### src/hdl/mhc_pkg.sv
// Shared types, constants and the CORDIC angle table function for the
// magnetometer heading calculator. No dependencies.
package mhc_pkg;

    localparam int CORDIC_STEPS_DEF    = 20;
    localparam int ANGLE_FRAC_BITS_DEF = 16;

    // Datapath width of the CORDIC vector (corrected field is below 2^43)
    localparam int XW          = 48;
    localparam int QDEPTH      = 4;
    localparam int CFG_IDX_W   = 3;
    localparam int CFG_DATA_W  = 26;

    typedef enum logic [CFG_IDX_W-1:0] {
        REG_OFFSET_X = 3'd0,
        REG_OFFSET_Y = 3'd1,
        REG_SCALE_X  = 3'd2,
        REG_SCALE_Y  = 3'd3,
        REG_DECL     = 3'd4
    } t_reg_idx;

    // Quadrant class from the front: no pre-rotation, rotated with +180 or
    // -180 base, or both components zero.
    typedef enum logic [1:0] {
        Q_NONE     = 2'd0,
        Q_POS_HALF = 2'd1,
        Q_NEG_HALF = 2'd2,
        Q_ZERO     = 2'd3
    } t_quad;

    typedef struct packed {
        logic signed [15:0] raw_x;
        logic signed [15:0] raw_y;
    } t_in;

    typedef struct packed {
        logic [8:0] azimuth_deg;
        logic [3:0] bearing_index;
    } t_out;

    typedef struct packed {
        logic signed [XW-1:0] x;
        logic signed [XW-1:0] y;
        t_quad                quad;
    } t_job;

    // Restoring division, used only at elaboration for the angle table
    function automatic longint unsigned udivmod(input longint unsigned a,
                                                input longint unsigned b,
                                                input bit want_rem);
        longint unsigned q;
        longint unsigned r;
        q = 0;
        r = 0;
        for (int k = 63; k >= 0; k--) begin
            r = {r[62:0], a[k]};
            if (r >= b) begin
                r = r - b;
                q[k] = 1'b1;
            end
        end
        return want_rem ? r : q;
    endfunction

    // atan(1/m) in Q48 radians by its series
    function automatic longint unsigned atan_recip(input longint unsigned m);
        longint unsigned p;
        longint unsigned m2;
        longint unsigned sum;
        longint unsigned k;
        longint unsigned t;
        bit              neg;
        p   = udivmod(64'd1 << 48, m, 1'b0);
        m2  = m * m;
        sum = 0;
        k   = 0;
        neg = 1'b0;
        while (p != 0) begin
            t   = udivmod(p, 2 * k + 1, 1'b0);
            sum = neg ? sum - t : sum + t;
            p   = udivmod(p, m2, 1'b0);
            k   = k + 1;
            neg = !neg;
        end
        return sum;
    endfunction

    // atan(2^-i) in units of 2^-frac degree, rounded half up
    function automatic longint atan_entry(input int i, input int frac);
        longint unsigned q;
        longint unsigned num;
        longint unsigned quo;
        longint unsigned rem;
        if (i == 0)
            return longint'(45) << frac;
        q   = 4 * atan_recip(5) - atan_recip(239);
        num = atan_recip(64'd1 << i) * 45;
        quo = udivmod(num, q, 1'b0);
        rem = udivmod(num, q, 1'b1);
        for (int b = 0; b <= frac; b++) begin
            rem = rem << 1;
            quo = quo << 1;
            if (rem >= q) begin
                rem = rem - q;
                quo = quo | 64'd1;
            end
        end
        return longint'((quo + 1) >> 1);
    endfunction

endpackage

### src/hdl/mhc_queue.sv
// Short queue of classified jobs between front and back end.
// Depends on mhc_pkg.
module mhc_queue import mhc_pkg::*; (
    input  logic i_clk,
    input  logic i_rst_n,
    input  logic i_push,
    input  t_job i_job,
    input  logic i_pop,
    output logic o_full,
    output logic o_empty,
    output t_job o_job
);

    localparam int PW = $clog2(QDEPTH);

    t_job          r_mem [QDEPTH];
    logic [PW-1:0] r_wr;
    logic [PW-1:0] r_rd;
    logic [PW:0]   r_cnt;

    assign o_full  = (r_cnt == (PW+1)'(QDEPTH));
    assign o_empty = (r_cnt == '0);
    assign o_job   = r_mem[r_rd];

    always_ff @(posedge i_clk) begin
        if (!i_rst_n) begin
            r_wr  <= '0;
            r_rd  <= '0;
            r_cnt <= '0;
        end else begin
            if (i_push)
                r_wr <= r_wr + 1'b1;
            if (i_pop)
                r_rd <= r_rd + 1'b1;
            if (i_push && !i_pop)
                r_cnt <= r_cnt + 1'b1;
            else if (!i_push && i_pop)
                r_cnt <= r_cnt - 1'b1;
        end
    end

    always_ff @(posedge i_clk) begin
        if (i_push)
            r_mem[r_wr] <= i_job;
    end

endmodule

### config.mk
export PLATFORM = sky130hd
export DESIGN_NAME = mhc_queue
export DESIGN_NICKNAME = d
export VERILOG_FILES = /design/src/hdl/mhc_pkg.sv /design/src/hdl/mhc_queue.sv
export SDC_FILE = /design/constraint.sdc
export NUM_CORES = 1
export LEC_CHECK = 0
export ABC_AREA = 1
export BUFFER_PORTS_ARGS = -buffer_cell sky130_fd_sc_hd__buf_2
export CAP_MARGIN = 30
export CORE_MARGIN = 4
export CORE_UTILIZATION = 45
export DETAILED_ROUTE_END_ITERATION = 6
export PLACE_DENSITY = 0.64
export SETUP_SLACK_MARGIN = 0.15
export SYNTH_ARGS = -nofsm -noshare
export SYNTH_HDL_FRONTEND = slang
export SYNTH_SLANG_ARGS = --single-unit
export TNS_END_PERCENT = 1
### constraint.sdc
create_clock -name i_clk -period 9.1 [get_ports i_clk]
set_input_delay 1.365 -clock i_clk [delete_from_list [all_inputs] [get_ports i_clk]]
set_output_delay 1.365 -clock i_clk [all_outputs]
set_load 0.1 [all_outputs]
# Yosys cells after proc, flatten, opt, wreduce, memory -nomap -nowiden
# Memories as Yosys holds them, arrays and structs flattened. A register that Yosys moved wholly into a read port is not among the register bits.
# Cells that the tools add are included.
# W data, S select, Z words.
# classes
n_reduce_logical	6
mux	6
addsub	4
n_eq_ne	1
# op_table
operator	count
$mux W3	2
$add A2 B1 Y2 const B	2
$mux W2	2
$add A3 B1 Y3 const B	1
$eq A3 B3 Y1 const B	1
$logic_not A3 Y1	1
$sub A3 B1 Y3 const B	1
$logic_and A1 B1 Y1	2
$logic_not A1 Y1	2
$mux W1	2
$reduce_bool A2 Y1	1
# word_totals
reg_bits	7
ram_bits	392
n_memories	1
# mem_list
memory	depth	width	rd	rd_ports_with_merged_regs	write_ports	line_no	source
r_mem	4	98	1	1	1	mhc_queue.sv:16	t_job r_mem [QDEPTH];

# Depth between registers and ports, before layout
# depth
depth_word	4
mapped_depth	10

# Least setup slack after synthesis
# No wires, ideal clock.
# synth_timing
path_kind	register to output
start	register r_cnt[1]
end	output port o_empty
t_required_ns	7.735
path_stages_with_launch	2
slack_ns	5.327
t_arrival_ns	2.408
n_path_buf	0
cell_sequence	dfxtp_1 > nor3_1
# synth_between
elab_chain_cells	1
# synth_lines
item	line_no	source
start, declared	mhc_queue.sv:19	logic [PW:0] r_cnt;
start signal, assigned	mhc_queue.sv:36	r_cnt <= r_cnt + 1'b1;
start signal, assigned	mhc_queue.sv:38	r_cnt <= r_cnt - 1'b1;
$logic_not A3 Y1	mhc_queue.sv:22	assign o_empty = (r_cnt == '0);
end, declared	mhc_queue.sv:10	output logic o_empty,
# Every way passes these cells.

==> out/results.txt <==
Outcome - finished clean
Vias in the first global route - 8,829
Global-route wire length before repair - 49.8 mm
Die W - 190 microns
Top cell type's share of synthesized area - 78.7%
CTS Buf Count - 42
DR pass1 iterations - 4
Worst-path clk slew - 0.06 ns
Hold_sp - r_rd[1]$_SDFFE_PN0P_
CTS tree - built
Hold path cells - 1
Final count of hold timing violations - 0
I/O Buffers - 201
DRT iter0 DRCs - 616
Final wirelength - 32.8 mm
Die height - 190 microns
Synth Instances - 1,006
Synth top area cells - edfxtp_1 (79%), o21ai_0 (5.2%), nor2_1 (5.0%)
FP Rows - 66
Layout Utilization - 53.8%
Kind of start point of the critical path - flip-flop
Starting Density - 45.7%
Int Power - 0.00319 W
Most frequent cells in the layout - edfxtp_1 (392), nor2_1 (201), buf_2 (201)
Least-Margin Pin Slew - 0.982 ns
CP Capture Type - output pin
I/O Pins - 202
Pleak - 6.13 nW
Routed Antenna Nets - 0
Switching power - 0.00135 W
Place WS - 4.88 ns
Final setup violation count - 0
Via count - 8,873
CTS root buf - clkbuf_16
Die ar. - 0.0362 sq mm
RSZ-0062 raised after global routing - false
Placed cell count - 1,596
Final slew viol count - 0
Syn-to-layout area delta - 17.6%
Post-Syn Area per Cell - 14.9 sq um
Reg2reg end - r_mem[0][58]$_DFFE_PP_
Max Clock Skew - 0.0160 ns
Final Critical Period - 4.67 ns
Power density cells - 258 mW/mm^2
Setup Total Neg Slack - 0 ns
Sequential element share of the synthesized area - 79.9%
Max Cap Viol - 0
Largest net degree at the start of global routing - 98
Initial antenna violation count - 7
Final instance area - 0.0176 sq mm
Worst Hold Class - flip-flop to flip-flop
Part of the power in registers - 47.1%
Data required, critical path - 7.74 ns
Peak supply drop - 0.000187 V
Post-placement cell area - 0.0163 sq mm
Final WS setup - 4.43 ns
Net count, final - 1,306
RePlAce Congestion - 0.713
Resized cells post-CTS - 0
Max Root-Sink Buffers - 3
Mapped cell area - 0.0150 sq mm
H-tree levels - 2
Vias/cell - 5.31
CP arrival - 3.31 ns
R2R Path Start - r_wr[0]$_SDFFE_PN0P_
Postcts setup bufs - 0
Reg2reg path depth - 5
Warnings, synthesis - 0
Setup CP Type - flip-flop to output pin
Worst-Skew Late Latency - 0.52 ns
Most common cell after layout, fill and taps aside - edfxtp_1
Routed wire per std cell - 19.6 microns
Count of cell types in the netlist - 22
Synthesized flop and latch total - 401
Yosys top cell by area - edfxtp_1
Clock power frac - 35.7%
R2R setup slack - 6.68 ns
Switch share - 29.7%
Crit Path Max Fanout - 97
Core region area - 0.0327 sq mm
# DRC - 0
Clock sinks - 401
Max_slew headroom - 34.5%
Gr ovfl total - 0
Dpl hpwl - 18.3 mm
All-Layer GR Usage - 17.5%
Comb power frac - 17.2%
Fmax - 0.214 GHz
Ratio of cells with drive above 1 in the final layout - 22.7%
Tcrit/Tclk final - 51.3%
Fin cells - 1,672
Syn nets - 1,114
Hold_buf cts - 0
[cell type report]
type,instances,area [sq um]
diodes,1,2.50
clock buffers,54,1140
clock inverters,21,179
fillers,2769,15100
inverters,17,78.8
multi-input cells,524,2540
flip-flops and latches,401,12000
well taps,442,553
repair buffers,212,1150
[critical path, cell delays in order (launching register included)]
cell and delay, ns:
dfxtp_4 0.60, inv_6 0.63, buf_4 0.36, buf_16 0.34, nor2_1 0.07, o22ai_1 0.25
buf_2 0.48
[stage by stage]
stage,total power [W],hold slack (ns)
after floorplan,0.00280,0.412
after global placement,0.00295,0.412
final,0.00454,0.447
after global routing,0.00471,0.452
after detailed placement,0.00297,0.422
after CTS,0.00459,0.440
[cells by family after synthesis]
logic type               synth area share (%)
flip-flops                               79.9
AO/OA/AOI/OAI                            11.0
AND/OR/NAND/NOR                          5.41
buffers and inverters                    3.13
adder cells (fa/ha/maj)                 0.552
[synthesized netlist by cell type]
cell type  count
buf_12         1
o21ai_0      155
buf_6         15
inv_6          1
buf_4          5
fa_1           1
nand3_1        1
a21oi_1        4
buf_2          7
clkbuf_1      34
clkbuf_2       2
o21ai_1       47
inv_2          1
nor2_1       201
nor3_1         2
dfxtp_1        9
nand2_1        9
inv_1         15
edfxtp_1     392
nand4_1        1
ha_1           5
o22ai_1       98
[power groups by stage]
stage,sequential (W),combinational [W],clock [W]
after global routing,0.00215,0.000818,0.00174
final,0.00214,0.000779,0.00162
after floorplan,0.00217,0.000635,0
after detailed placement,0.00218,0.000786,0
after CTS,0.00214,0.000787,0.00166
after global placement,0.00218,0.000774,0
[layer usage]
| layer | track usage [%] | share of wire (%) | vias to the layer above |
|---|---|---|---|
| li1 | - | - | 4186 |
| met2 | 27.9 | 47 | 235 |
| met3 | 4.28 | 6.4 | 58 |
| met5 | 0 | 0.24 | - |
| met4 | 4.59 | 1.8 | 12 |
| met1 | 24.4 | 45 | 4382 |
[state kept, by name, summed over array words and instances, names as in the netlist, named ones only]
name and count:
r_mem 392, r_cnt 3, r_rd 2, r_wr 2
[worst max path at each step]
stage	start	to	slack, ns	cells past startpoint
2_1_floorplan	r_cnt[1]$_SDFFE_PN0P_	o_empty	5.33	1
3_3_place_gp	flip-flop	o_job[17]	4.58	5
3_5_place_dp	flip-flop	o_job[50]	4.88	6
4_1_cts	flip-flop	o_job[50]	4.32	6
5_1_grt	flip-flop	o_job[53]	4.17	6
6_report	flip-flop	o_job[83]	4.43	6
Note: power is estimated with default switching activity, not from simulation.
