<file path="config.mk">
export PLATFORM = sky130hd
export DESIGN_NAME = mhc_front
export DESIGN_NICKNAME = d
export VERILOG_FILES = /design/src/hdl/mhc_pkg.sv /design/src/hdl/mhc_front.sv
export SDC_FILE = /design/constraint.sdc
export NUM_CORES = 2
export LEC_CHECK = 0
export ABC_CLOCK_PERIOD_IN_PS = 8100
export CAP_MARGIN = 20
export CORE_ASPECT_RATIO = 0.6
export CORE_UTILIZATION = 26
export DETAILED_ROUTE_END_ITERATION = 6
export DONT_BUFFER_PORTS = 1
export PLACE_DENSITY = 0.45
export SETUP_SLACK_MARGIN = 0.4
export SLEW_MARGIN = 20
export SYNTH_ARGS = -nofsm -noshare
export SYNTH_HDL_FRONTEND = slang
export SYNTH_SLANG_ARGS = --single-unit
</file>
<file path="constraint.sdc">
create_clock -name i_clk -period 8.1 [get_ports i_clk]
set_clock_uncertainty 0.2 [all_clocks]
set_input_delay 0.405 -clock i_clk [delete_from_list [all_inputs] [get_ports i_clk]]
set_output_delay 0.405 -clock i_clk [all_outputs]
set_load 0.05 [all_outputs]
</file>
<file path="src/hdl/mhc_pkg.sv">
// Shared types, constants and the CORDIC angle table function for the
// magnetometer heading calculator. No dependencies.
package mhc_pkg;

    localparam int CORDIC_STEPS_DEF    = 20;
    localparam int ANGLE_FRAC_BITS_DEF = 16;

    // Datapath width of the CORDIC vector (corrected field is below 2^43)
    localparam int XW          = 48;
    localparam int QDEPTH      = 4;
    localparam int CFG_IDX_W   = 3;
    localparam int CFG_DATA_W  = 26;

    typedef enum logic [CFG_IDX_W-1:0] {
        REG_OFFSET_X = 3'd0,
        REG_OFFSET_Y = 3'd1,
        REG_SCALE_X  = 3'd2,
        REG_SCALE_Y  = 3'd3,
        REG_DECL     = 3'd4
    } t_reg_idx;

    // Quadrant class from the front: no pre-rotation, rotated with +180 or
    // -180 base, or both components zero.
    typedef enum logic [1:0] {
        Q_NONE     = 2'd0,
        Q_POS_HALF = 2'd1,
        Q_NEG_HALF = 2'd2,
        Q_ZERO     = 2'd3
    } t_quad;

    typedef struct packed {
        logic signed [15:0] raw_x;
        logic signed [15:0] raw_y;
    } t_in;

    typedef struct packed {
        logic [8:0] azimuth_deg;
        logic [3:0] bearing_index;
    } t_out;

    typedef struct packed {
        logic signed [XW-1:0] x;
        logic signed [XW-1:0] y;
        t_quad                quad;
    } t_job;

    // Restoring division, used only at elaboration for the angle table
    function automatic longint unsigned udivmod(input longint unsigned a,
                                                input longint unsigned b,
                                                input bit want_rem);
        longint unsigned q;
        longint unsigned r;
        q = 0;
        r = 0;
        for (int k = 63; k >= 0; k--) begin
            r = {r[62:0], a[k]};
            if (r >= b) begin
                r = r - b;
                q[k] = 1'b1;
            end
        end
        return want_rem ? r : q;
    endfunction

    // atan(1/m) in Q48 radians by its series
    function automatic longint unsigned atan_recip(input longint unsigned m);
        longint unsigned p;
        longint unsigned m2;
        longint unsigned sum;
        longint unsigned k;
        longint unsigned t;
        bit              neg;
        p   = udivmod(64'd1 << 48, m, 1'b0);
        m2  = m * m;
        sum = 0;
        k   = 0;
        neg = 1'b0;
        while (p != 0) begin
            t   = udivmod(p, 2 * k + 1, 1'b0);
            sum = neg ? sum - t : sum + t;
            p   = udivmod(p, m2, 1'b0);
            k   = k + 1;
            neg = !neg;
        end
        return sum;
    endfunction

    // atan(2^-i) in units of 2^-frac degree, rounded half up
    function automatic longint atan_entry(input int i, input int frac);
        longint unsigned q;
        longint unsigned num;
        longint unsigned quo;
        longint unsigned rem;
        if (i == 0)
            return longint'(45) << frac;
        q   = 4 * atan_recip(5) - atan_recip(239);
        num = atan_recip(64'd1 << i) * 45;
        quo = udivmod(num, q, 1'b0);
        rem = udivmod(num, q, 1'b1);
        for (int b = 0; b <= frac; b++) begin
            rem = rem << 1;
            quo = quo << 1;
            if (rem >= q) begin
                rem = rem - q;
                quo = quo | 64'd1;
            end
        end
        return longint'((quo + 1) >> 1);
    endfunction

endpackage

</file>
<file path="src/hdl/mhc_front.sv">
// Front end: applies hard- and soft-iron correction and classifies the
// quadrant of each sample. Depends on mhc_pkg.
module mhc_front import mhc_pkg::*; (
    input  logic               i_clk,
    input  logic               i_rst_n,
    input  logic               i_in_valid,
    output logic               o_in_stall,
    input  t_in                i_in_data,
    input  logic signed [15:0] i_offset_x,
    input  logic signed [15:0] i_offset_y,
    input  logic [25:0]        i_scale_x,
    input  logic [25:0]        i_scale_y,
    input  logic               i_q_full,
    output logic               o_push,
    output t_job               o_job
);

    logic                 r_f1_valid;
    logic                 r_f2_valid;
    logic signed [XW-1:0] r_cx;
    logic signed [XW-1:0] r_cy;
    t_job                 r_job;
    logic                 fen;
    logic signed [16:0]   dx;
    logic signed [16:0]   dy;
    logic signed [43:0]   px;
    logic signed [43:0]   py;
    t_job                 n_job;

    assign fen        = !r_f2_valid || !i_q_full;
    assign o_in_stall = !fen;
    assign o_push     = r_f2_valid && !i_q_full;
    assign o_job      = r_job;

    always_comb begin
        dx = {i_in_data.raw_x[15], i_in_data.raw_x} - {i_offset_x[15], i_offset_x};
        dy = {i_in_data.raw_y[15], i_in_data.raw_y} - {i_offset_y[15], i_offset_y};
        px = dx * $signed({1'b0, i_scale_x});
        py = dy * $signed({1'b0, i_scale_y});
    end

    // x = -cy, y = cx; fold the left half plane onto the right
    always_comb begin
        n_job.x    = -r_cy;
        n_job.y    = r_cx;
        n_job.quad = Q_NONE;
        if (r_cx == '0 && r_cy == '0) begin
            n_job.quad = Q_ZERO;
        end else if (r_cy > 0) begin
            n_job.x    = r_cy;
            n_job.y    = -r_cx;
            n_job.quad = (r_cx >= 0) ? Q_POS_HALF : Q_NEG_HALF;
        end
    end

    always_ff @(posedge i_clk) begin
        if (!i_rst_n) begin
            r_f1_valid <= 1'b0;
            r_f2_valid <= 1'b0;
        end else if (fen) begin
            r_f1_valid <= i_in_valid;
            r_f2_valid <= r_f1_valid;
        end
    end

    always_ff @(posedge i_clk) begin
        if (fen) begin
            r_cx  <= {{(XW-44){px[43]}}, px};
            r_cy  <= {{(XW-44){py[43]}}, py};
            r_job <= n_job;
        end
    end

endmodule

</file>
Word level (Yosys, flattened, before mapping)
Index checks and enable logic that the tools add are counted.

Add/subtract/negate cells: 4. Multipliers: 2. Magnitude comparators: 2. Mux-type cells: 3. Reductions and logical operators: 8.

Operator list (number): 2-to-1 mux 98 bit (1); logical NOT 48 bit (2); 2-to-1 mux 96 bit (1); negator 44 -> 48 bit (2); multiplier 17 x 27 -> 44 bit (2); greater-or-equal comparator 44 x 1 -> 1 bit (second input constant) (1); greater-than comparator 44 x 1 -> 1 bit (second input constant) (1); subtractor 16 x 16 -> 17 bit (2); logical NOT 1 bit (3); logical AND 1 bit (2); 2-to-1 mux 2 bit (1); logical OR 1 bit (1).

Register bits after elaboration: 188. Input port bits: 120. Output and inout port bits: 100. Word-level logic and storage cells: 26.

Longest topological paths before layout
Depth after elaboration: 4. Gate-level depth with buffers: 35.

Worst setup path after synthesis
Ideal clock, no wire load.

Path kind: input-to-reg. From: input port i_in_data[0] (netlist name). To: register r_cy[34], data pin. Arrival time: 7705 ps. Required time: 7635 ps. Slack: -70 ps. Stages on the path: 32. Buffers on the path: 1. Path through: inv_1 -> ha_1 -> fa_1 -> nor2b_1 -> o21a_1 -> o21ai_0 -> nand2b_1 -> a31o_2 -> a41oi_1 -> a211oi_1 -> xor2_1 -> clkbuf_1 -> nand2_1 -> fa_1 -> fa_1 -> inv_1 -> fa_1 -> fa_1 -> fa_1 -> inv_1 -> fa_1 -> inv_1 -> ha_1 -> a21oi_1 -> o21ai_0 -> nor3_1 -> a21oi_1 -> a21boi_0 -> o21ai_0 -> a311oi_1 -> o21ai_0 -> xor2_1.

Word-level cells in the longest chain between the ends: 2.

RTL lines: start: declaration (line mhc_front.sv:8) `input t_in i_in_data,`; subtractor 16 x 16 -> 17 bit (line mhc_front.sv:37) `dy = {i_in_data.raw_y[15], i_in_data.raw_y} - {i_offset_y[15], i_offset_y};`; multiplier 17 x 27 -> 44 bit (line mhc_front.sv:39) `py = dy * $signed({1'b0, i_scale_y});`; via py[34] (line mhc_front.sv:27) `logic signed [43:0] py;`; end signal: assignment (line mhc_front.sv:69) `r_cy <= {{(XW-44){py[43]}}, py};`; end: declaration (line mhc_front.sv:21) `logic signed [XW-1:0] r_cy;`.

The timed path passes the listed nets, and every way through them passes these cells. A chain may end at the register's enable or synchronous reset.

Final worst setup path
From: input port i_in_data[0] (netlist name). To: register r_cy[40], data pin.

The elaborated chain is that of the path after synthesis.

==> reports/results.ini <==
[drt]
vias = 27600
dr.pass1.iters = 5
wl_per_cell_um = 17.4
via_per_inst = 4.39
drt_wl_total_mm = 109
drt_iter0_drc = 1466
drc = 0
ant_nets = 0

[critical_path]
critPathMaxFanout = 20
cp_slowest_stage_delay_ns = 0.53
startpoint_type = primary input
crit_arrival_ns = 7.67
crit_family = adder cells
cp.required_ns = 8.14
crit_path_frequent_cell = fa_1
criticalPathCategory = primary input to register
end_kind = register
worst-path-buf-inv = 8
crit_slowest_cell = fa_1

[timing]
setup_viol = 0
finalSetupTns_ns = 0
finalCritPeriodShare_pct = 94.1
max-slew-margin-rel_pct = 35.1
rsz0062_at_grt = true
hold_violations = 0
drv_slew = 0
fin_crit_ns = 7.63
clock.fmax_ghz = 0.131
worst_pin_slew_ns = 0.965
setup_ws_ns = 0.475

[outcome]
status = complete, no violations

[floorplan]
die-area_um2 = 148000
fp.dieH_um = 298
ios = 220
die_x_um = 496
core_um2 = 145000
rows = 108
initial_core_util_pct = 26.3

[logic_synthesis]
yosysSeqAreaShare_pct = 14.8
netlist_area_um2 = 38100
ys_ff_latch = 188
yosysMostFrequentCell = inv_1
synth_common_cells = inv_1, fa_1, nand2_1
synth_edf_count = 186
synth_top_family_by_area = adder cells
synthesis.instances = 4114
yosys.area_share.adder_pct = 48.5
yosys_warnings = 0
avgSynthCellArea_um2 = 9.26
ys_async_sr_fraction_pct = 0
synth_compound_area_share_pct = 6.23
synth_top_area_share_pct = 37.8
synthFlopType = edfxtp_1
yosysUniqueCellTypes = 70
synth-xor-area-share_pct = 4.18
synthTopCellsByArea = fa_1, edfxtp_1, ha_1
yosysTopAreaCell = fa_1
muxShareOfSynthArea_pct = 0.0526
post_synth_and_or_nand_nor_area_fraction_pct = 15.1

[placement]
portBuffers = 0
place.gp.congestion = 0.819
post-place-ws_ns = -0.449
place_hpwl_mm = 92.6

[finish]
nets = 5507
fillCellCount = 15300
register_area_um2 = 5630
syn_to_final_growth_pct = 16.9
multiInputGateArea_um2 = 29300
drive_above_1_share_pct = 13.1

[global_route]
antenna_found_initial = 3
grt_max_degree = 74
grt_pass1_wl_mm = 173
grtUsageTotal_pct = 15.2
overflow = 0
grt_pass1_vias = 28700

[clocking]
cts.clk_slew.worst_paths_ns = 0.07
cts.path.max_buffers = 2
insertion_delay_ns = 0.51
tritoncts = built
cts_root_buf = clkbuf_16
cts.sinks = 188
htree_levels = 4
numCtsBuffers = 17

[run]
max_cap_violations = 0

[min_path]
hp-class = primary input to register

cells by family after synthesis:
group	count (synthesis)
AND/OR/NAND/NOR	1204
buffers and inverters	1118
adder cells (fa/ha/maj)	1046
AO/OA/AOI/OAI	373
flip-flops	188
XOR/XNOR	182
multiplexers	2
other	1
cell usage in the layout, fill, tap and decap left out, types with 21 or more instances in the layout:
cell        n
buf_4     312
fa_1      715
xnor2_1   109
and2_1    226
o31ai_1    23
nor2b_1   117
a21o_1     45
edfxtp_1  186
nand2_1   586
a21oi_1    82
inv_1     967
a21oi_2    26
nor2_1    115
ha_1      310
xor2_1     47
or2_2      21
o21ai_0    63
nor3_1     22
registers in the layout, indices dropped and copies added (netlist names):
register,flops
o_job,98
r_cx,44
r_cy,44
r_f1_valid,1
r_f2_valid,1
routing by layer:
metal | GRT usage [%] | vias to the layer above | part of all wire [%]
met5 | 0 | - | 0
met4 | 2.23 | 0 | 1.1
met3 | 3.32 | 48 | 5.8
met2 | 21.1 | 455 | 40
met1 | 24.1 | 14200 | 53
li1 | - | 12900 | -
what timing repair did:
item / in CTS / in global routing
resized for setup: 38 / 123
gates cloned: 0 / 2
endpoints found under the hold margin: 5 / 0
pin swaps: 23 / 57
setup endpoints to repair: 29 / 37
hold buffers: 4 / 0
buffers inserted: 10 / 19
path summary, 6_finish.rpt:
kind / from / to / slack [ns] / cells past startpoint
hold / removal: i_scale_y[0] / r_cy[1] / 0.06 / 2
setup / recovery: i_in_data[0] / r_cy[40] / 0.47 / 32
setup reg to reg: r_cy[34] / o_job[84] / 3.94 / 9
hold reg to reg: r_cy[0] / o_job[50] / 0.35 / 0
metrics by stage:
stage / instances / hold WS, ns / util [%] / area (µm²)
floorplan: 4115 / 0.241 / - / 38300
global placement: 6212 / 0.250 / 29.6 / 42900
detailed placement: 6212 / 0.263 / 29.6 / 42900
CTS: 6258 / 0.0149 / 30.2 / 43800
global route: 6279 / 0.0491 / 30.7 / 44500
finish: 6280 / 0.0551 / 30.7 / 44500
worst register-to-register path, cell delays in order, from the launching register on:
cell,delay [ns]
edfxtp_1,0.46
or4_1,0.65
nor4_2,0.22
nand2b_1,0.14
or4b_1,0.53
or3_4,0.39
nand2b_2,0.28
buf_4,0.44
o31ai_1,0.16
xnor2_1,0.43
cell type report:
| cell class | instances | area share (%) |
|---|---|---|
| diodes | 1 | 0.00562 |
| clock inverters | 15 | 0.371 |
| flip-flops and latches | 188 | 12.6 |
| well taps | 1925 | 5.41 |
| inverters | 973 | 8.23 |
| clock buffers | 17 | 0.955 |
| multi-input cells | 2809 | 65.7 |
| repair buffers | 352 | 6.68 |
Power is not shown: default switching activity piles up to over one toggle a cycle in this logic, so the estimate is an artifact.
